`config.mk`:
```
export PLATFORM = sky130hd
export DESIGN_NAME = url_percent_decoder
export DESIGN_NICKNAME = d
export VERILOG_FILES = /design/src/rtl/url_dec_pkg.sv /design/src/rtl/url_dec_front.sv /design/src/rtl/url_dec_fifo.sv /design/src/rtl/url_dec_back.sv /design/src/rtl/url_percent_decoder.sv
export SDC_FILE = /design/constraint.sdc
export NUM_CORES = 1
export LEC_CHECK = 0
export BUFFER_PORTS_ARGS = -buffer_cell sky130_fd_sc_hd__buf_2
export CORE_UTILIZATION = 35
export CTS_BUF_LIST = sky130_fd_sc_hd__clkbuf_8
export CTS_CLUSTER_DIAMETER = 120
export DETAILED_ROUTE_END_ITERATION = 7
export MAX_ROUTING_LAYER = met4
export PLACE_DENSITY = 0.48
export SLEW_MARGIN = 20
export SYNTH_ARGS = -nofsm -noshare
export SYNTH_HDL_FRONTEND = slang
export SYNTH_SLANG_ARGS = --single-unit
```
`constraint.sdc`:
```
create_clock -name clk -period 4.17 [get_ports clk]
set_input_delay 1.251 -clock clk [delete_from_list [all_inputs] [get_ports clk]]
set_output_delay 1.251 -clock clk [all_outputs]
set_load 0.03 [all_outputs]
```
`src/rtl/url_dec_pkg.sv`:
```
// shared types, codes and character helpers for the url percent decoder
package url_dec_pkg;

  localparam logic [7:0] CH_PLUS    = 8'h2B;
  localparam logic [7:0] CH_PERCENT = 8'h25;
  localparam logic [7:0] CH_MINUS   = 8'h2D;
  localparam logic [7:0] CH_SPACE   = 8'h20;
  localparam logic [7:0] CH_TAB     = 8'h09;
  localparam logic [7:0] CH_CR      = 8'h0D;
  localparam int unsigned CMD_DEPTH = 4;     // default command queue depth

  typedef enum logic [1:0] {
    PH_IDLE  = 2'd0,
    PH_PCT   = 2'd1,
    PH_DIGIT = 2'd2
  } phase_t;

  typedef enum logic [1:0] {
    OP_PLAIN    = 2'd0,   // emit plain(data) with last
    OP_ESCAPE   = 2'd1,   // emit escape value of (held, data) with last
    OP_PCT_LAST = 2'd2,   // emit '%' marked last
    OP_PCT_PAIR = 2'd3    // emit '%' then plain(data) marked last
  } op_t;

  typedef struct packed {
    op_t        op;
    logic [7:0] held;
    logic [7:0] data;
    logic       last;
  } cmd_t;

  typedef struct packed {
    logic valid;   // head entry present
    logic full;    // no room for a push
  } q_stat_t;

  typedef struct packed {
    logic       ok;
    logic [3:0] val;
  } hex_t;

  function automatic hex_t hex_val(input logic [7:0] c);
    hex_t r;
    r.ok  = 1'b1;
    r.val = 4'd0;
    if (c >= 8'h30 && c <= 8'h39) begin
      r.val = c[3:0];
    end else if ((c >= 8'h41 && c <= 8'h46) || (c >= 8'h61 && c <= 8'h66)) begin
      r.val = 4'(c[2:0] + 3'd1) + 4'd8;
    end else begin
      r.ok = 1'b0;
    end
    return r;
  endfunction

  function automatic logic is_blank(input logic [7:0] c);
    return (c == CH_SPACE) || (c >= CH_TAB && c <= CH_CR);
  endfunction

  function automatic logic [7:0] plain(input logic [7:0] c);
    return (c == CH_PLUS) ? CH_SPACE : c;
  endfunction

  function automatic logic [7:0] escape_value(input logic [7:0] a, input logic [7:0] b);
    hex_t ha;
    hex_t hb;
    logic [7:0] r;
    ha = hex_val(a);
    hb = hex_val(b);
    r  = 8'd0;
    if (ha.ok) begin
      r = hb.ok ? {ha.val, hb.val} : {4'd0, ha.val};
    end else if (hb.ok) begin
      if (is_blank(a) || a == CH_PLUS) begin
        r = {4'd0, hb.val};
      end else if (a == CH_MINUS) begin
        r = 8'(-{4'd0, hb.val});
      end
    end
    return r;
  endfunction

endpackage

```
`src/rtl/url_dec_front.sv`:
```
// front end: accepts input items, tracks the escape phase and pushes commands
module url_dec_front (
  input  logic                 clk,
  input  logic                 rst,
  input  logic                 in_valid,
  input  logic [7:0]           in_byte,
  input  logic                 in_last,
  input  logic                 q_full,
  output logic                 in_ready,
  output logic                 push,
  output url_dec_pkg::cmd_t    push_cmd
);
  import url_dec_pkg::*;

  phase_t     phase;
  phase_t     phase_next;
  logic [7:0] held;
  logic [7:0] held_next;
  logic       emit;
  logic       take;

  assign in_ready = !q_full;
  assign take     = in_valid && in_ready;
  assign push     = take && emit;

  always_ff @(posedge clk) begin
    if (rst) begin
      phase <= PH_IDLE;
      held  <= 8'd0;
    end else begin
      phase <= phase_next;
      held  <= held_next;
    end
  end

  always_comb begin
    phase_next    = phase;
    held_next     = held;
    emit          = 1'b0;
    push_cmd.op   = OP_PLAIN;
    push_cmd.held = held;
    push_cmd.data = in_byte;
    push_cmd.last = in_last;
    case (phase)
      PH_PCT: begin
        if (in_last) begin
          emit        = 1'b1;
          push_cmd.op = OP_PCT_PAIR;
          phase_next  = PH_IDLE;
        end else begin
          held_next  = in_byte;
          phase_next = PH_DIGIT;
        end
      end
      PH_DIGIT: begin
        emit        = 1'b1;
        push_cmd.op = OP_ESCAPE;
        phase_next  = PH_IDLE;
      end
      default: begin
        phase_next = PH_IDLE;
        if (in_byte == CH_PERCENT) begin
          if (in_last) begin
            emit        = 1'b1;
            push_cmd.op = OP_PCT_LAST;
          end else begin
            phase_next = PH_PCT;
          end
        end else begin
          emit = 1'b1;
        end
      end
    endcase
    if (!take) begin
      phase_next = phase;
      held_next  = held;
    end
  end

endmodule

```
`src/rtl/url_dec_fifo.sv`:
```
// short command queue between front and back
module url_dec_fifo #(
  parameter int unsigned DEPTH = url_dec_pkg::CMD_DEPTH
) (
  input  logic                 clk,
  input  logic                 rst,
  input  logic                 push,
  input  url_dec_pkg::cmd_t    push_cmd,
  input  logic                 pop,
  output url_dec_pkg::cmd_t    head,
  output url_dec_pkg::q_stat_t stat
);
  import url_dec_pkg::*;

  localparam int unsigned AW = (DEPTH > 1) ? $clog2(DEPTH) : 1;
  localparam int unsigned CW = $clog2(DEPTH + 1);

  cmd_t          mem [DEPTH];
  logic [AW-1:0] wr_ptr;
  logic [AW-1:0] rd_ptr;
  logic [CW-1:0] count;

  assign stat.valid = (count != '0);
  assign stat.full  = (count == CW'(DEPTH));
  assign head       = mem[rd_ptr];

  always_ff @(posedge clk) begin
    if (push) begin
      mem[wr_ptr] <= push_cmd;
    end
  end

  always_ff @(posedge clk) begin
    if (rst) begin
      wr_ptr <= '0;
      rd_ptr <= '0;
      count  <= '0;
    end else begin
      if (push) begin
        wr_ptr <= (wr_ptr == AW'(DEPTH - 1)) ? '0 : wr_ptr + AW'(1);
      end
      if (pop) begin
        rd_ptr <= (rd_ptr == AW'(DEPTH - 1)) ? '0 : rd_ptr + AW'(1);
      end
      count <= count + CW'(push) - CW'(pop);
    end
  end

`ifndef SYNTHESIS
  a_no_overflow: assert property (@(posedge clk) disable iff (rst)
    count <= CW'(DEPTH)) else $error("command queue overflow");
  a_pop_nonempty: assert property (@(posedge clk) disable iff (rst)
    pop |-> count != '0) else $error("pop from empty command queue");
  a_push_room: assert property (@(posedge clk) disable iff (rst)
    push && !pop |-> count != CW'(DEPTH)) else $error("push into full command queue");
`endif

endmodule

```
`src/rtl/url_dec_back.sv`:
```
// back end: executes queued commands into the output register
module url_dec_back (
  input  logic                 clk,
  input  logic                 rst,
  input  url_dec_pkg::cmd_t    head,
  input  url_dec_pkg::q_stat_t stat,
  output logic                 pop,
  output logic                 out_valid,
  input  logic                 out_ready,
  output logic [7:0]           out_byte,
  output logic                 out_last
);
  import url_dec_pkg::*;

  logic       load;
  logic       second;
  logic       second_next;
  logic [7:0] byte_next;
  logic       last_next;

  assign load = !out_valid || out_ready;

  always_comb begin
    second_next = second;
    pop         = 1'b0;
    byte_next   = plain(head.data);
    last_next   = head.last;
    case (head.op)
      OP_ESCAPE: begin
        byte_next = escape_value(head.held, head.data);
      end
      OP_PCT_LAST: begin
        byte_next = CH_PERCENT;
        last_next = 1'b1;
      end
      OP_PCT_PAIR: begin
        if (!second) begin
          byte_next = CH_PERCENT;
          last_next = 1'b0;
        end else begin
          last_next = 1'b1;
        end
      end
      default: begin
        byte_next = plain(head.data);
      end
    endcase
    if (load && stat.valid) begin
      if (head.op == OP_PCT_PAIR && !second) begin
        second_next = 1'b1;
      end else begin
        second_next = 1'b0;
        pop         = 1'b1;
      end
    end
  end

  always_ff @(posedge clk) begin
    if (rst) begin
      out_valid <= 1'b0;
      second    <= 1'b0;
    end else begin
      second <= second_next;
      if (load) begin
        out_valid <= stat.valid;
      end
    end
  end

  always_ff @(posedge clk) begin
    if (load && stat.valid) begin
      out_byte <= byte_next;
      out_last <= last_next;
    end
  end

`ifndef SYNTHESIS
  a_second_on_pair: assert property (@(posedge clk) disable iff (rst)
    second |-> stat.valid && head.op == OP_PCT_PAIR) else $error("split step without pair");
  a_pair_first_not_last: assert property (@(posedge clk) disable iff (rst)
    $rose(second) |-> out_valid && !out_last) else $error("leading percent marked last");
  a_pop_loads: assert property (@(posedge clk) disable iff (rst)
    pop |=> out_valid) else $error("popped command produced no item");
`endif

endmodule

```
`src/rtl/url_percent_decoder.sv`:
```
// top level of the streaming form url decoder
//
//  channel | dir | handshake         | contents
//  --------+-----+-------------------+------------------------------------
//  s_*     | in  | s_tvalid/s_tready | s_tdata[7:0] in_byte, s_tlast in_last
//  m_*     | out | m_tvalid/m_tready | m_tdata[7:0] out_byte, m_tlast out_last
//
// one input item per cycle sustained while the command queue has room; an item's
//   command is queued at its accept edge and moves into the output register when that loads
// a percent with its last byte right behind it yields two output items, which
//   pass one after the other through the single output register
// rst is synchronous, active high; it clears the escape phase, the queue and
//   the output valid
// the front stalls only when the command queue is full, so a stalled output
//   still lets DEPTH commands queue up behind the item held in the output register
module url_percent_decoder #(
  parameter int unsigned DEPTH = url_dec_pkg::CMD_DEPTH
) (
  input  logic       clk,
  input  logic       rst,
  input  logic       s_tvalid,
  output logic       s_tready,
  input  logic [7:0] s_tdata,   // [7:0] in_byte
  input  logic       s_tlast,
  output logic       m_tvalid,
  input  logic       m_tready,
  output logic [7:0] m_tdata,   // [7:0] out_byte
  output logic       m_tlast
);
  import url_dec_pkg::*;

  logic    push;
  cmd_t    push_cmd;
  logic    pop;
  cmd_t    head;
  q_stat_t stat;

  // escape tracking and command generation
  url_dec_front u_front (
    .clk      (clk),
    .rst      (rst),
    .in_valid (s_tvalid),
    .in_byte  (s_tdata),
    .in_last  (s_tlast),
    .q_full   (stat.full),
    .in_ready (s_tready),
    .push     (push),
    .push_cmd (push_cmd)
  );

  // decouples accept from output backpressure
  url_dec_fifo #(
    .DEPTH (DEPTH)
  ) u_fifo (
    .clk      (clk),
    .rst      (rst),
    .push     (push),
    .push_cmd (push_cmd),
    .pop      (pop),
    .head     (head),
    .stat     (stat)
  );

  // value computation and output register
  url_dec_back u_back (
    .clk       (clk),
    .rst       (rst),
    .head      (head),
    .stat      (stat),
    .pop       (pop),
    .out_valid (m_tvalid),
    .out_ready (m_tready),
    .out_byte  (m_tdata),
    .out_last  (m_tlast)
  );

endmodule

```
==> results.txt <==
Boundary pin count: 24
Syn Inst Count: 331
Gr usage total: 15.5%
Synth Flop Type: edfxtp_1
First-pass GRT wire length: 15800 µm
Placed cells: 527
Required @ worst endpoint: 4.43 ns
Skew-Pair Late Insertion Delay: 0.38 ns
Root buffer selected by CTS: clkbuf_8
Die Wd: 120 µm
Die Area: 14400 µm²
Post-CTS setup buffers: 0
Synth warn: 0
H-tree lvl count: 3
Cts hold-fix bufs: 0
Slew Limit Fails: 0
CTS sink count: 106
TNS Setup: 0 ns
Drt first-iter violations: 132
Antenna Violating Nets Remaining: 0
CP Capture Type: flip-flop
Max-Cap Viols: 0
Sequential fraction of the synthesis area: 60.8%
CTS tree: yes
Status: complete, no violations
Initial Utilization: 36.3%
Final min period: 3.41 ns
DRC: 0
Tot Pwr: 3.52 mW
Largest net degree at the start of global routing: 20
CTS resizes: 0
Clock skew: 0.0139 ns
Vias in the first global route: 2813
Final #Nets: 396
Total Wirelength: 9970 µm
Avg Inst Size Synth: 14.8 µm²
Synthesized area: 4890 µm²
Fmax: 0.294 GHz
CTS Buffer Depth: 2
Peak VDD IR: 265 µV
CORE AREA: 13500 µm²
WL per Instance: 18.4 µm
Period utilisation layout: 81.7%
Most common cell after layout, fill and taps aside: edfxtp_1
Via count: 2729
Cell Pwr Density: 653 nW/µm²
GRT overflow: 0
Number of port buffers: 23
Critical Path Source Type: input port
Ratio of cells with drive above 1 in the final layout: 17.4%
Crit path max fanout: 7
Cell row count: 42
Die H: 120 µm
Clock slew at reported path FFs: 0.10 ns
Final setup vio count: 0
Flops & latches, synth: 106
DR vias/cell: 5.03
EDFF count, synth: 85
Worst Hold Class: flip-flop to flip-flop
Layout area overhead: 10.4%
Arrival @ worst endpoint: 3.67 ns
Final GP Congestion: 0.813
Antenna diodes: 0
Rel. slew slack: 32.7%
WS Path Type: input port to flip-flop
Post-DP HPWL: 6940 µm
Distinct cells, synth: 52
Worst-Margin Slew: 1.01 ns
Initial antenna violation count: 0
P_leak: 1.91 nW
First-pass DRT Iterations: 4
Most frequent cells in the layout: edfxtp_1, nor2_1, buf_2
Hold Violations, Final: 0
Mapped Nets: 365
RSZ-0062 raised after global routing: no
Async SR Flop Fraction: 0%
CTS Buf Count: 9
Fin cells: 543
## critical path, stage by stage
cell and delay [ns]:
buf_2 0.13, nor4b_1 0.44, nand4_1 0.22, o22ai_1 0.17, a21oi_1 0.18, inv_1 0.12
ha_1 0.23, inv_1 0.05, ha_1 0.12, inv_1 0.04, fa_1 0.36, xor2_1 0.17
xnor2_1 0.13, nor2_1 0.05
## final cells by class
class | instances | area, µm²
inverters | 18 | 67.6
repair buffers | 29 | 160
multi-input cells | 198 | 1780
fillers | 1309 | 8060
flip-flops and latches | 106 | 2970
clock buffers | 9 | 124
clock inverters | 7 | 70.1
well taps | 176 | 220
## per-layer routing
layer	part of all wire, %	vias to the layer above	track usage [%]
li1	-	1322	-
met1	47	1365	19.4
met2	50	30	25.3
met3	1.7	12	2.14
met4	1.5	0	6.25
met5	0	-	-
## kinds of logic after synthesis
group	after synthesis	synth area share [%]
AO/OA/AOI/OAI	45	6.71
XOR/XNOR	9	1.61
adder cells (fa/ha/maj)	21	5.53
buffers and inverters	27	2.82
flip-flops	106	60.8
multiplexers	37	13.4
AND/OR/NAND/NOR	86	9.09
## path summary, 6_finish.rpt
check / start / to / slack (ns) / cells past startpoint
worst min register to register: u_back.out_valid / u_back.out_valid / 0.48 / 2
worst max-delay path: s_tdata[6] / u_fifo.count[2] / 0.76 / 14
worst min-delay path: u_back.out_valid / u_back.out_valid / 0.48 / 2
worst max register to register: flip-flop / u_back.out_byte[4] / 0.81 / 13
## cell usage after synthesis, drive strengths merged (2+ instances only)
cell | number | area share [%]
a21boi | 2 | 0.31
inv | 18 | 1.4
nor2 | 33 | 2.5
nand4b | 2 | 0.36
mux2i | 16 | 3.3
or3 | 3 | 0.38
a22o | 3 | 0.54
or2 | 2 | 0.26
dfxtp | 21 | 8.6
o21ai | 9 | 0.92
xnor2 | 7 | 1.3
clkbuf | 4 | 0.31
edfxtp | 85 | 52
mux2 | 2 | 0.46
nor4b | 3 | 0.54
and2 | 5 | 0.64
a31oi | 2 | 0.26
nand3 | 2 | 0.20
nor3 | 2 | 0.20
mux4 | 19 | 9.7
buf | 5 | 1.1
nor2b | 3 | 0.38
nand2b | 6 | 0.82
nand2 | 17 | 1.3
o211ai | 2 | 0.31
o22ai | 4 | 0.51
a32oi | 2 | 0.36
a2bb2oi | 2 | 0.36
o21bai | 2 | 0.31
nor3b | 3 | 0.46
xor2 | 2 | 0.36
ha | 20 | 5.1
a21oi | 10 | 1.0
## registers in the layout, indices dropped and copies added, names as in the netlist, named ones only
register and flops:
u_front.phase 2, u_back.out_byte 8, u_back.second 1, u_fifo.count 3, u_fifo.rd_ptr 2, u_fifo.mem 76
u_back.out_last 1, u_front.held 8, u_fifo.wr_ptr 2, u_back.out_valid 1
## through the flow
stage	instance area [µm²]	setup WS, ns	utilization (%)	hold WS [ns]
2_1_floorplan	4890	0.628	-	0.454
3_3_place_gp	5200	0.345	38.6	0.460
3_5_place_dp	5200	0.223	38.6	0.471
4_1_cts	5390	0.638	40.1	0.486
5_1_grt	5390	0.462	40.1	0.506
6_report	5390	0.763	40.1	0.479
## where the power goes
| group | internal (mW) | leakage [nW] | switching, mW | total, mW |
|---|---|---|---|---|
| Sequential | 1.33 | 0.923 | 0.0759 | 1.41 |
| Clock | 0.279 | 0.105 | 0.361 | 0.640 |
| Combinational | 0.598 | 0.883 | 0.874 | 1.47 |
| Total | 2.21 | 1.91 | 1.31 | 3.52 |
Note: power is estimated with default switching activity, not from simulation.
